$ cat src/design/double_ended_queue_core_defines.svh
// ----------------------------------------------------------------------------
// Double-ended queue assertion macros
// Concurrent check macros shared by the queue RTL; they compile away when
// NO_ASSERTIONS is set.
// ----------------------------------------------------------------------------
`ifndef DOUBLE_ENDED_QUEUE_CORE_DEFINES_SVH
`define DOUBLE_ENDED_QUEUE_CORE_DEFINES_SVH

`ifndef NO_ASSERTIONS
// Check that is muted while reset is applied.
`define DEQ_CHECK(lbl, prop, msg) \
	lbl: assert property (@(posedge clk) disable iff (!arst_n) prop) else $error(msg);
// Check that also holds during reset.
`define DEQ_CHECK_ALWAYS(lbl, prop, msg) \
	lbl: assert property (@(posedge clk) prop) else $error(msg);
`else
`define DEQ_CHECK(lbl, prop, msg)
`define DEQ_CHECK_ALWAYS(lbl, prop, msg)
`endif

`endif

$ cat src/design/deq_pkg.sv
// ----------------------------------------------------------------------------
// Double-ended queue package
// Sizes, action codes, status codes and the cell control word.
// ----------------------------------------------------------------------------
`timescale 1ns / 1ps

package deq_pkg;

	// Number of storage cells in the chain.
	localparam int DEPTH = 16;
	localparam int CNT_W = $clog2(DEPTH + 1);
	localparam int IDX_W = $clog2(DEPTH);

	typedef logic signed [31:0] word_t;

	// Action codes carried on the action port; code 7 behaves as a peek.
	typedef enum logic [2:0] {
		ACT_PUSH_FRONT = 3'd0,
		ACT_PUSH_BACK  = 3'd1,
		ACT_POP_FRONT  = 3'd2,
		ACT_POP_BACK   = 3'd3,
		ACT_CLEAR      = 3'd4,
		ACT_REVERSE    = 3'd5,
		ACT_PEEK       = 3'd6
	} action_t;

	// Status codes reported with each result word.
	localparam logic [1:0] ST_DONE      = 2'd0;
	localparam logic [1:0] ST_POP_EMPTY = 2'd1;
	localparam logic [1:0] ST_PUSH_FULL = 2'd2;

	// Control broadcast along the chain of cells.
	typedef struct packed {
		logic shift_up;    // every cell takes its lower neighbour (insert at start)
		logic shift_down;  // every cell takes its upper neighbour (remove at start)
	} cell_ctl_t;

endpackage

$ cat src/design/deq_cell.sv
// ----------------------------------------------------------------------------
// Double-ended queue storage cell
// One slot of the chain: shifts with its neighbours or takes a new word.
// ----------------------------------------------------------------------------
`timescale 1ns / 1ps

module deq_cell
	import deq_pkg::*;
(
	input  logic      clk,
	input  cell_ctl_t ctl,
	input  logic      append,
	input  word_t     lower,
	input  word_t     upper,
	input  word_t     value,
	output word_t     q
);

	word_t data_q;

	// Slot register: shift moves take priority, an append writes the new word.
	always_ff @(posedge clk) begin
		if (ctl.shift_up) begin
			data_q <= lower;
		end else if (ctl.shift_down) begin
			data_q <= upper;
		end else if (append) begin
			data_q <= value;
		end
	end

	assign q = data_q;

endmodule

$ cat src/design/double_ended_queue_core.sv
// ----------------------------------------------------------------------------
// Double-ended queue core
// Signed 32-bit deque held in a chain of shifting storage cells.
// ----------------------------------------------------------------------------
// Usage:
//   A command word (action, value) is taken at a rising edge where start is
//   high and busy is low. busy stays low, so one command can be issued in
//   every cycle.
//   Each command gives one result word in the next cycle: done is high for
//   exactly one cycle while front_value, back_value, count, is_empty and
//   status are valid. Throughput is one command per cycle.
//   The cells hold the values in logical order from the physical start; a
//   push or pop at the start shifts the whole chain by one cell in that
//   cycle, a push at the end writes the cell at the fill level, and a pop at
//   the end only lowers the fill level. Reverse toggles a direction flag.
//   The result sink cannot stall; it must take each word when done is high.
//   Reset empties the queue, clears the direction flag and drops any pending
//   result; cell contents are left as they are and are never shown empty.
// ----------------------------------------------------------------------------
`timescale 1ns / 1ps
`include "double_ended_queue_core_defines.svh"

module double_ended_queue_core
	import deq_pkg::*;
(
	input  logic        clk,
	input  logic        arst_n,
	input  logic        start,
	output logic        busy,
	input  logic [2:0]  action,
	input  word_t       value,
	output logic        done,
	output word_t       front_value,
	output word_t       back_value,
	output logic [4:0]  count,
	output logic        is_empty,
	output logic [1:0]  status
);

	logic [CNT_W-1:0] count_q;
	logic             rev_q;
	logic             done_q;
	logic [1:0]       status_q;

	logic             accept;
	logic             full;
	logic             empty;
	logic             put_start, put_end, take_start, take_end;
	logic             do_clear, do_reverse;
	logic             push_rejected;
	cell_ctl_t        ctl;
	word_t            cell_val [DEPTH];
	logic [IDX_W-1:0] last_idx;
	word_t            first_w, last_w;

	assign busy   = 1'b0;
	assign accept = start && !busy;
	assign full   = (count_q == CNT_W'(DEPTH));
	assign empty  = (count_q == '0);

	// Decode the action against the current direction.
	always_comb begin
		put_start  = 1'b0;
		put_end    = 1'b0;
		take_start = 1'b0;
		take_end   = 1'b0;
		do_clear   = 1'b0;
		do_reverse = 1'b0;
		case (action_t'(action))
			ACT_PUSH_FRONT: begin
				put_start = !rev_q;
				put_end   = rev_q;
			end
			ACT_PUSH_BACK: begin
				put_start = rev_q;
				put_end   = !rev_q;
			end
			ACT_POP_FRONT: begin
				take_start = !rev_q;
				take_end   = rev_q;
			end
			ACT_POP_BACK: begin
				take_start = rev_q;
				take_end   = !rev_q;
			end
			ACT_CLEAR:   do_clear   = 1'b1;
			ACT_REVERSE: do_reverse = 1'b1;
			default: ;
		endcase
	end

	// Chain control: shifts only when the action really changes the queue.
	assign ctl.shift_up   = accept && put_start && !full;
	assign ctl.shift_down = accept && take_start && !empty;

	// A push that arrives while every cell is occupied.
	assign push_rejected = accept && (put_start || put_end) && full;

	// Row of storage cells; cell 0 holds the physical first word.
	for (genvar i = 0; i < DEPTH; i++) begin : g_cell
		word_t lower_w, upper_w;
		logic  append_w;

		if (i == 0) begin : g_first
			assign lower_w = value;
		end else begin : g_mid
			assign lower_w = cell_val[i-1];
		end
		if (i == DEPTH - 1) begin : g_last
			assign upper_w = cell_val[i];
		end else begin : g_up
			assign upper_w = cell_val[i+1];
		end
		assign append_w = accept && put_end && !full && (count_q == CNT_W'(i));

		deq_cell u_cell (
			.clk    (clk),
			.ctl    (ctl),
			.append (append_w),
			.lower  (lower_w),
			.upper  (upper_w),
			.value  (value),
			.q      (cell_val[i])
		);
	end

	// Fill level, direction flag and the registered result status.
	always_ff @(posedge clk or negedge arst_n) begin
		if (!arst_n) begin
			count_q  <= '0;
			rev_q    <= 1'b0;
			done_q   <= 1'b0;
			status_q <= ST_DONE;
		end else begin
			done_q <= accept;
			if (accept) begin
				if ((put_start || put_end) && full) begin
					status_q <= ST_PUSH_FULL;
				end else if ((take_start || take_end) && empty) begin
					status_q <= ST_POP_EMPTY;
				end else begin
					status_q <= ST_DONE;
				end
				if (do_clear) begin
					count_q <= '0;
				end else if ((put_start || put_end) && !full) begin
					count_q <= count_q + 1'b1;
				end else if ((take_start || take_end) && !empty) begin
					count_q <= count_q - 1'b1;
				end
				if (do_reverse) begin
					rev_q <= !rev_q;
				end
			end
		end
	end

	// Result word taken from the state left by the last command.
	assign last_idx = IDX_W'(count_q - 1'b1);
	assign first_w  = cell_val[0];
	assign last_w   = cell_val[last_idx];

	assign done        = done_q;
	assign front_value = empty ? word_t'(-1) : (rev_q ? last_w : first_w);
	assign back_value  = empty ? word_t'(-1) : (rev_q ? first_w : last_w);
	assign count       = 5'(count_q);
	assign is_empty    = empty;
	assign status      = status_q;

	// Assertions.
	`DEQ_CHECK_ALWAYS(a_count_bound, count_q <= CNT_W'(DEPTH), "fill level beyond depth")
	`DEQ_CHECK(a_result_follows, accept |=> done_q, "command gave no result word")
	`DEQ_CHECK(a_full_holds, push_rejected |=> (count_q == $past(count_q)), "rejected push moved level")
	`DEQ_CHECK(a_pop_empty, (done_q && (status_q == ST_POP_EMPTY)) |-> empty, "pop on empty with words")
	`DEQ_CHECK(a_no_double_shift, !(ctl.shift_up && ctl.shift_down), "chain shifted both ways")

endmodule
$ cat config.mk
export PLATFORM = sky130hd
export DESIGN_NAME = double_ended_queue_core
export DESIGN_NICKNAME = d
export VERILOG_FILES = /design/src/design/deq_pkg.sv /design/src/design/deq_cell.sv /design/src/design/double_ended_queue_core.sv
export VERILOG_INCLUDE_DIRS = /design/src /design/src/design
export SDC_FILE = /design/constraint.sdc
export NUM_CORES = 1
export LEC_CHECK = 0
export ABC_CLOCK_PERIOD_IN_PS = 14100
export BUFFER_PORTS_ARGS = -buffer_cell sky130_fd_sc_hd__clkbuf_2
export CORE_ASPECT_RATIO = 0.9
export CORE_MARGIN = 4
export CORE_UTILIZATION = 41
export CTS_CLUSTER_SIZE = 28
export DETAILED_ROUTE_END_ITERATION = 10
export GPL_TIMING_DRIVEN = 0
export PLACE_DENSITY = 0.57
export SYNTH_ARGS = -nofsm -noshare
export SYNTH_HDL_FRONTEND = slang
export SYNTH_SLANG_ARGS = --single-unit
$ cat constraint.sdc
create_clock -name clk -period 14.1 [get_ports clk]
set_input_delay 0.705 -clock clk [delete_from_list [all_inputs] [get_ports clk]]
set_output_delay 0.705 -clock clk [all_outputs]
set_load 0.01 [all_outputs]
---- Word level (Yosys, flattened, before mapping) ----
Index checks and enable logic that the tools add are counted.
storage, ports and cells
  memory bits (writable) .................. 0
  register bits after elaboration ......... 521
  bits in latches ......................... 0
  input port bits ......................... 38
  output and inout bits ................... 74
  memories kept ........................... 0
  bits in read-only memories .............. 0
cells by class
  $add $sub $neg .......................... 2
  reductions and logical operators ........ 53
  bitwise gates (word level) .............. 1
  muxes and demuxes ....................... 66
  div/mod/pow operators ................... 0
  eq/ne operators ......................... 22
  shifts and indexed selects .............. 0
  order comparisons ....................... 1
  multiply operators ...................... 0
operators with widths
  cell                 number
  $mux 32              54
  $bmux 32 s4          1
  $reduce_bool 3->1    16
  $eq 5x4->1 const B   8
  $logic_and 1x1->1    26
  $eq 5x3->1 const B   4
  $mux 5               3
  $eq 5x2->1 const B   2
  $pmux 1 s2           4
  $eq 3x2->1 const B   2
  $eq 3x3->1 const B   2
  $reduce_and 2->1     3
  $add 5x1->5 const B  1
  $eq 5x1->1 const B   1
  $eq 5x5->1 const B   1
  $ge 5x5->1 const B   1
  $logic_not 5->1      1
  $not 4->5            1
  $sub 5x1->5 const B  1
  $eq 3x1->1 const B   1
  $logic_not 1->1      3
  $logic_not 3->1      1
  $mux 1               3
  $logic_or 1x1->1     2
  other kinds (3)      3

---- Logic depth before layout (Yosys ltp) ----
Gate-level depths: netlist (run 1).
  depth after elaboration ................. 8
  mapped depth ............................ 15
  gate-level depth less buffers ........... 7

---- Modules after synthesis ----
A second synthesis (run 1) with hierarchy kept.
second synthesis, totals
  cell total of the unflattened synthesis .. 2,827
  area total of the unflattened synthesis .. 32,687.6 µm²
by module, submodules not included
  module                   area each (µm²)  times used  cells an instance
  deq_cell                 1,672.9          16          140
  double_ended_queue_core  5,921.9          1           587

---- Worst setup path before layout (run 1) ----
OpenSTA, ideal clock, no wires.
  path type ............................... register -> register
  start ................................... register count_q[0], in the netlist count[0]
  end ..................................... register g_cell[8].u_cell.data_q[0], enable pin
  path buffers ............................ 8
  data arrival time ....................... 3.814 ns
  setup slack ............................. 9.628 ns
  cell stages (with the launch flop) ...... 16
  clock period less this slack ............ 4.472 ns
  cells stage by stage .................... dfrtp_1 > clkbuf_1 > buf_2 > buf_2 > buf_2 > inv_1 > ha_1 > nor4b_4 > nor2b_1 > and3_1 > clkbuf_1 > buf_6 > buf_6 > nor2_1 > buf_2 > o21ai_0
on the way
  cells in the longest elaborated chain, start to end .. 5
RTL lines
  item                                    RTL line                                                       source
  from (decl)                             double_ended_queue_core.sv:40                                  logic [CNT_W-1:0] count_q;
  from (signal assigned)                  double_ended_queue_core.sv:147                                 count_q <= count_q + 1'b1;
  from (signal assigned)                  double_ended_queue_core.sv:149                                 count_q <= count_q - 1'b1;
  $eq 5x5->1                              double_ended_queue_core.sv:58                                  assign full = (count_q == CNT_W'(DEPTH));
  $logic_not 1->1                         double_ended_queue_core.sv:93, double_ended_queue_core.sv:114
  $logic_and 1x1->1 (2 in series)         double_ended_queue_core.sv:114                                 assign append_w = accept && put_end && !full && (count_q == CNT_W'(i));
  $reduce_bool 3->1 (no source line) (*)  --
  to (signal assigned)                    deq_cell.sv:24                                                 data_q <= lower;
  to (signal assigned)                    deq_cell.sv:26                                                 data_q <= upper;
  to (signal assigned)                    deq_cell.sv:28                                                 data_q <= value;
  to (decl)                               deq_cell.sv:19                                                 word_t data_q;
Every way passes the cells marked *; elsewhere a longest branch is shown, timed or not.
A chain may end at the register's enable or synchronous reset.

---- Final worst setup path (run 1) ----
  start ................................... register count_q[0], in the netlist count[0]
  end ..................................... output back_value[24]
on the way
  cells in the longest elaborated chain, start to end .. 7
RTL lines
  item                                         RTL line                        source
  $sub 5x1->5                                  double_ended_queue_core.sv:159  assign last_idx = IDX_W'(count_q - 1'b1);
  $not 4->5 (implied by the code)              double_ended_queue_core.sv:161  assign last_w = cell_val[last_idx];
  $bmux 32 s4                                  double_ended_queue_core.sv:161
  $mux 32 (implied by the code) (2 in series)  double_ended_queue_core.sv:161
  $mux 32                                      double_ended_queue_core.sv:165  assign back_value = empty ? word_t'(-1) : (rev_q ? first_w : last_w);
  $mux 32 (*)                                  double_ended_queue_core.sv:165
  to (decl)                                    double_ended_queue_core.sv:34   output word_t back_value,
Every way passes the cells marked *; elsewhere a longest branch is shown, timed or not. The select of a mux whose other input is x is not followed.

==> results list, run 1 <==
- In this run the remaining antenna-violating nets after routing total 0.
- Averaged over all synthesized cells, the footprint is between 10 and 15 um^2.
- In this run, synthesis inferred a little over 500 flip-flops with an integrated enable.
* Core Box Area: 0.0656 mm^2
- Hold Vio Cnt, Final: 0
- Synthesis produced 1940 cells.
* Clock latency reported for the late side of the worst-skew pair: 610 ps
* Syn nets: roughly 2.0k
* Headroom to the max-slew limit: 0.158
- The clock period could shrink to around 7500 ps.
- Yosys warning total: 0
- Total Nets Final: 2180
* Highest Clock Rate: 0.134 GHz
* DRC Markers: 0
* Number of optimization iterations in the first detailed-route pass: 5
- Worst setup path category: reg2out
- Most area-hungry cell type in the Yosys netlist: edfxtp_1
- TritonCTS created 57 clock buffers.
* Number of setup violations in the final report: 0
- Switching Power: approximately 3.0 mW
- In this run, post-CTS repair resized a total of 0 instances.
* Leakage power total: about 11 nW
- The critical path starts at count[0].
- Arrival time worst endpoint: 6750 ps
- The longest clock path from root to sink contains 3 buffers.
- Slew @ Worst Pin: ~1300 ps
* Clock-pin transition on the worst setup and hold timing paths: around 60 ps
- Switching part of the total: 0.423
- ANT cells: 0
- Overflow left after global routing: 0
* Part of the power in combinational logic: 0.487
- The tree is rooted in a clkbuf_16.
* Data required time at the worst endpoint: 13400 ps
* Area of the die: 0.0704 mm^2
- Hold depth: 1
* Main area contributors after synthesis: edfxtp_1, a221o_1, mux4_2
- Pin placement for this block handled 112 I/O pins.
- Of the cells placed in the final design, the portion with a size suffix greater than 1 is 0.205.
* Placed Cells: 2940
- Most frequently used flop master after synthesis: edfxtp_1
- Vias: 22.0k
* Largest voltage drop on the vdd net: 0.151 mV
- Counting cells, the worst reg-to-reg path comes to 17.
- Pin count of the biggest net entering global routing: 21
- The floorplan has 89 rows.
* Class of the tightest hold or removal check: in2reg
- In this run, synthesis produced a sequential element count of 521.
- Of the synthesized area, sequential elements account for 0.575.
- Initial DRC count: roughly 3.5k
* Clock tree skew after final layout: 16.3 ps
- Cell internal power was estimated by the tool at 4.07 mW.
- Of the total power, the clock network draws 0.194.
- Buffers placed on the I/O ports in this run total 110.
* Power Dens Cells: ~230 mW/mm^2
- Sinks on Clock Net: 521
* Number of distinct library cell variants in the gate-level netlist after synthesis: 52
- Detailed placement finished with a half-perimeter wire length of 76.3 mm.
- Of the total power, registers draw 0.318.
- For this run, global-route usage on met2 was measured as 0.456.
- Setup repair after global routing missed its margin: false
- The initial utilization of the core area, before any placement, comes to 0.414.
* TritonCTS clock tree: built
- Layer with the highest usage after global routing: met2
- H-Tree Depth: 2
* Worst flop-to-flop path startpoint: count[0]
* M1 GR Usage: 0.413
* Last weighted congestion value of the routability-driven placer: 0.906
* Global-route wire length before repair: 155 mm
- From left edge to right edge, the die measures 279 um.
- Area growth from synthesis to final layout: 15.0%
- Via/cell ratio: 7.24
* Period utilisation layout: 0.529
* Sort of element at the start of the critical path: flop
* Proportion of register bits with asynchronous set or reset after synthesis: 0.0173
* Initial antenna violation count: 0
- Accumulated negative setup slack: 0 ps
* Number of global-route vias before repair: 21.3k
- Status: finished, final reports clean
- For this block, the routed nets add up to 110 mm of wire.
- The layout has 5712 filler cells.
- In this run the vertical extent of the chip is roughly 250 um.
* Worst Path Max Fanout: 10
* Final Slew Violations: 0
- Routing usage on met3: 0.0860
- Kind of capture point of the worst setup path: output port
* Startpoint of the worst hold path: start
- For this run, the number of standard cells in the final layout without fillers is 3039.
* Share of the synthesized area in the top cell type: 0.567
- Post-synthesis instance area: 0.0271 mm^2
- Overall power consumption: 7.05 mW
- The tool flagged a number of max-cap violations equal to 0.
- After detailed routing, the average wire length per cell comes to 36.1 um.
* Tot GR Track Use: 0.303
[worst max-delay path, cell delays in order (launching register included)]
cell	delay, ps
dfrtp_1	410
clkbuf_1	560
buf_2	510
buf_2	430
buf_2	400
inv_1	150
ha_1	370
buf_2	380
buf_1	870
clkbuf_1	660
mux4_2	410
a221oi_1	600
a21oi_1	160
clkbuf_2	190
[worst paths after layout]
path | end | slack, ps
worst max-delay path | back_value[24] | 6640
worst min-delay path | done | 320
max in group asynchronous | count[0] | 13400
worst max register to register | g_cell[4].u_cell.q[15] | 7990
min in group asynchronous | count[2] | 490
worst min register to register | status[0] | 540
[placed cells by master (no fill, tap or decap), drive strengths merged, types with 5 or more instances in the layout]
master / instances
mux4: 128
inv: 70
edfxtp: 512
clkbuf: 323
nand2: 204
nor3: 32
nor2b: 6
a221oi: 32
ha: 6
nand3: 5
o22ai: 33
a221o: 448
o21ai: 24
nor2: 8
clkinv: 24
a21oi: 68
and3: 35
nor3b: 35
dfrtp: 9
buf: 141
[power by group through the flow]
stage | clock [mW] | combinational [mW] | sequential, mW
5_1_grt | 1.43 | 3.59 | 2.26
3_5_place_dp | 0 | 3.37 | 2.26
4_1_cts | 1.37 | 3.38 | 2.23
3_3_place_gp | 0 | 3.21 | 2.31
2_1_floorplan | 0 | 1.97 | 2.22
6_report | 1.37 | 3.44 | 2.25
[metrics by stage]
step / utilization / worst slack [ps] / area (um^2) / hold slack (ps)
4_1_cts: 0.476 / 6640 / 31200 / 297
6_report: 0.476 / 6640 / 31200 / 318
3_5_place_dp: 0.451 / 7300 / 29600 / 520
3_3_place_gp: 0.438 / 5670 / 28800 / 519
2_1_floorplan: - / 9630 / 27100 / 409
5_1_grt: 0.476 / 6530 / 31200 / 317
[synthesized netlist by cell type, types with 9 or more instances]
cell and count:
o22ai_1 33, inv_1 70, o21ai_0 23, nor3b_1 34, nand2_1 204, buf_1 21, edfxtp_1 512, and3_1 35
a221oi_1 32, mux4_2 128, buf_2 87, a221o_1 448, clkbuf_1 139, dfrtp_1 9, a21oi_1 67, nor3_1 32
[per-layer routing]
layer  routed length (um)  vias to the layer above
li1                     -                     8615
met5                  125                        -
met4                 5450                        2
met1                41100                    11299
met2                48300                     1803
met3                14600                      272
[registers in the layout, indices dropped and copies added, names as in the netlist]
register         cells
g_cell.u_cell.q    512
count                5
status               2
done                 1
rev_q                1
[layout make-up]
| cell class | instances | area, um^2 | share of cell area |
|---|---|---|---|
| timing repair buffer | 137 | 1220 | 0.0392 |
| inverter | 70 | 263 | 0.00842 |
| clock buffer | 73 | 1490 | 0.0477 |
| buffer | 255 | 1100 | 0.0353 |
| tap | 864 | 1080 | 0.0347 |
| sequential | 521 | 15600 | 0.500 |
| clock inverter | 25 | 108 | 0.00345 |
| multi-input combinational | 1094 | 10300 | 0.331 |
[kinds of logic after synthesis]
kind of cell | Yosys count | synth area share
other | 1 | 0.000138
DFF | 521 | 0.575
buffers and inverters | 325 | 0.0503
xor gates and xnor gates | 3 | 0.000969
and+or+nand+nor | 340 | 0.0606
AOI/OAI and AO/OA | 615 | 0.204
adders and majority gates | 6 | 0.00277
muxes | 129 | 0.107
[repair_timing]
action	CTS	global route
hold buffers	1	0
setup buffers	0	0
hold endpoints to repair	9	0
No activity file was read; power rests on OpenSTA's default activity.
==> inputs of run 2 (changes only) <==
Settings changed: ABC_AREA set to 1, ABC_CLOCK_PERIOD_IN_PS 14100 to 7400.
Clock period 14.1 ns to 7.4 ns, I/O delays scaled along.
==> results list, run 2 <==
- Highest-count cells in the layout ignoring fill and taps: nand2_1, nand3_1, edfxtp_1
- Relative to the synthesized area, the layout overhead comes to 12.8%.
- The min-delay analysis places its worst path in the category in2reg.
* Clock tree skew after final layout: 34.1 ps (+17.9 ps)
- Most frequently used flop master after synthesis: edfxtp_1
- The area of the placeable core is 0.0746 mm^2 (+14%).
* Yosys warning total: 0 (unchanged)
- H-Tree Depth: 2 (unchanged)
* Ports placed on the boundary: 112 (unchanged)
- Subtracting the final worst setup slack from the clock period gives 6250 ps.
- Routed wire length per instance: 26.3 um (-27%)
- The run finished, with violations left.
- Number of optimization iterations in the first detailed-route pass: 6 (+1)
- Number of maximum-capacitance violations: 1 (+1)
- The number of setup violations in the final report came to 0 (unchanged).
* Most area-hungry cell type in the Yosys netlist: edfxtp_1
- Chip width: 297 um (+6.5%)
- The transition at the pin with the smallest max-transition slack came to 1640 ps (+380 ps).
* Initial DRC count: 4746 (+36%)
* Initial core utilization: 0.414 (about the same)
- Total CTS buffers: 58 (+1.8%)
- The maximum count of clock buffers along a single path was 3 (unchanged).
* DRC Markers: 0 (unchanged)
- After synthesis, the most frequently instantiated cells are nand2_1, nand3_1, edfxtp_1.
- The power density over cell area is 524 mW/mm^2 (+130%).
- Sinks on Clock Net: 521 (unchanged)
- The number of nets produced by synthesis was 4114 (+110%).
- The async set or reset register ratio after synthesis came to 0.0173 (unchanged).
- Area of the die: 0.0798 mm^2 (+13%)
- Clock root buffer master: clkbuf_16
- Most numerous cell in the Yosys netlist: nand2_1
* Synthesized flop and latch total: 521 (unchanged)
- The floorplan die height was 268 um (+6.5%).
- Number of enable flip-flop cells after synthesis: 512 (unchanged)
- The global routing usage summed across all routing layers is 0.336 (+0.0330).
- The number of buffers inserted by post-CTS setup repair was 0 (unchanged).
* Initial antenna violation count: 1 (+1)
* Final Slew Violations: 11 (+11)
* Failing checks: capacitance limit, slew limit
- Number of distinct library cell variants in the gate-level netlist after synthesis: 30 (-42%)
* Placed Cells: 5167 (+76%)
- The via count of the first global-routing pass is 27.9k (+31%).
- Proportion of layout cells with a drive suffix above 1: 0.101 (-0.104)
- TritonCTS built the clock tree.
- Clock latency reported for the late side of the worst-skew pair: 660 ps (+50 ps)
- Via/cell ratio: 5.85 (-19%)
* Highest Clock Rate: 0.160 GHz
- Flip-flop count of the largest register after layout: 512 (unchanged)
- The synthesized area per cell came to 7.59 um^2 (-46%).
- HPWL reported at the end of detailed placement: 97.6 mm (+28%)
- The required time reported for the critical path endpoint is 7030 ps (-6370 ps).
- Worst Path Max Fanout: 12 (+2)
- Leakage power total: 15.4 nW (+43%)
- Headroom to the max-slew limit: -0.0911 (-0.250)
* Sequential fraction of the synthesis area: 0.505 (-0.0698)
- Largest voltage drop on the vdd net: 0.352 mV (+130%)
* Arrival time worst endpoint: 5880 ps (-870 ps)
- The first-pass GRT wire length is 195 mm (+26%).
* Routed Antenna Nets: 0 (unchanged)
- Post-synthesis instance area: 0.0309 mm^2 (+14%)
- The area used by multi-input combinational logic was 0.0125 mm^2 (+21%).
- Share of the synthesized area in the top cell type: 0.498 (-0.0688)
- Vias: 30.8k (+40%)
- Setup repair after global routing left no endpoint under its margin.
- Number of instances in the synthesized netlist: 4070 (+110%)
- Post-route insts no fill: 5268 (+73%)
- The worst setup path is launched from a flop.
* Final Core Density: 0.466 (-0.00910)
* Overflow left after global routing: 0 (unchanged)
- The filler cell count in the final layout was 7643 (+34%).
- Total Nets Final: 4303 (+97%)
- Clock-pin transition on the worst setup and hold timing paths: 60 ps (about the same)
* Worst setup path category: reg2out
- Most common cell after layout, fill and taps aside: nand2_1
- The number of rows in the core area came to 95 (+6.7%).
- Main area contributors after synthesis: edfxtp_1, nand2_1, nand3_1
- Reg area: 0.0156 mm^2 (unchanged)
- STA classifies the critical path endpoint as an output port.
* Pin count of the biggest net entering global routing: 25 (+19%)
* Hold Vio Cnt, Final: 0 (unchanged)
- Port Buffers: 110 (unchanged)
* Routed wire length: 139 mm (+26%)
* Period utilisation layout: 0.844
- Last weighted congestion value of the routability-driven placer: 0.969 (+6.9%)
- The total design power came to 18.2 mW (+160%).
run 2: cell count changes after synthesis, sizes merged, moves of 32 or more:
| cell | delta |
|---|---|
| a221oi | -32 |
| nor3b | -35 |
| mux4 | -128 |
| o22ai | -33 |
| clkbuf | -57 |
| nand3 | +880 |
| and3 | -35 |
| nand2 | +1598 |
| o21ai | +59 |
| inv | +338 |
| a221o | -448 |
| buf | +81 |
run 2: report_power, final:
group	switching [mW]	internal, mW
Sequential	0.685	4.60
Clock	1.30	1.48
Combinational	7.60	2.57
Total	9.58	8.65
run 2: worst max-delay path, stage by stage, from the launching register on:
cell and delay (ps):
dfrtp_1 480, buf_2 250, inv_2 230, clkbuf_1 480, buf_2 480, ha_1 440
inv_1 140, clkbuf_1 840, clkbuf_1 970, nand2_1 120, nand3_1 100, nand3_1 100
nand2_1 130, nand2_1 60, nand2_1 210, clkbuf_2 170
run 2: path summary, 6_finish.rpt:
kind,from,endpoint,slack (ps),cells after the start
worst max-delay path,count[0],back_value[14],1150,15
worst min-delay path,value[23],g_cell[0].u_cell.q[23],80,3
worst max register to register,count[0],g_cell[4].u_cell.q[13],2220,16
worst min register to register,status[0],status[0],490,2
max in group asynchronous,arst_n,count[1],7070,2
min in group asynchronous,arst_n,rev_q,130,2
run 2: per-stage QoR:
stage / hold slack, ps / TNS [ps] / cell area (um^2) / setup slack (ps)
after global placement: 237 / -472730 / 32600 / -1860
final: 76.3 / 0 / 34800 / 1150
after floorplan: 74.4 / 0 / 30900 / 2700
after detailed placement: 239 / 0 / 33100 / 1990
after global routing: 80.7 / 0 / 34800 / 1090
after CTS: 47.7 / 0 / 34800 / 1320
run 2: area by class of cell:
| class | instances | share of cell area |
|---|---|---|
| Inverter | 408 | 0.0440 |
| Multi-Input combinational cell | 2862 | 0.360 |
| Buffer | 279 | 0.0383 |
| Tap cell | 970 | 0.0349 |
| Antenna cell | 2 | 0.000144 |
| Clock buffer | 73 | 0.0439 |
| Clock inverter | 24 | 0.00392 |
| Sequential cell | 521 | 0.448 |
| Timing Repair Buffer | 129 | 0.0266 |
run 2: kinds of logic (layout without fill, tap and decap cells):
group / count (synthesis) / count (layout) / synth area share
xor gates and xnor gates: 4 / 4 / 0.00138
other: 1 / 3 / 0.000121
and+or+nand+nor: 2700 / 2700 / 0.373
AOI/OAI and AO/OA: 151 / 151 / 0.0247
buffers and inverters: 687 / 913 / 0.0928
adders and majority gates: 6 / 6 / 0.00243
DFF: 521 / 521 / 0.505
run 2: repair_timing:
item                                   4_1_cts  5_1_grt
gates resized for setup                      0        0
endpoints found under the hold margin       10        0
hold buffers                                 2        0
run 2: metal layers:
layer | track usage | part of all wire | vias to the layer above
li1 | - | - | 13570
met1 | 0.467 | 0.40 | 14781
met2 | 0.496 | 0.42 | 2088
met3 | 0.0824 | 0.13 | 370
met4 | 0.159 | 0.054 | 2
met5 | 0 | 0.00013 | -
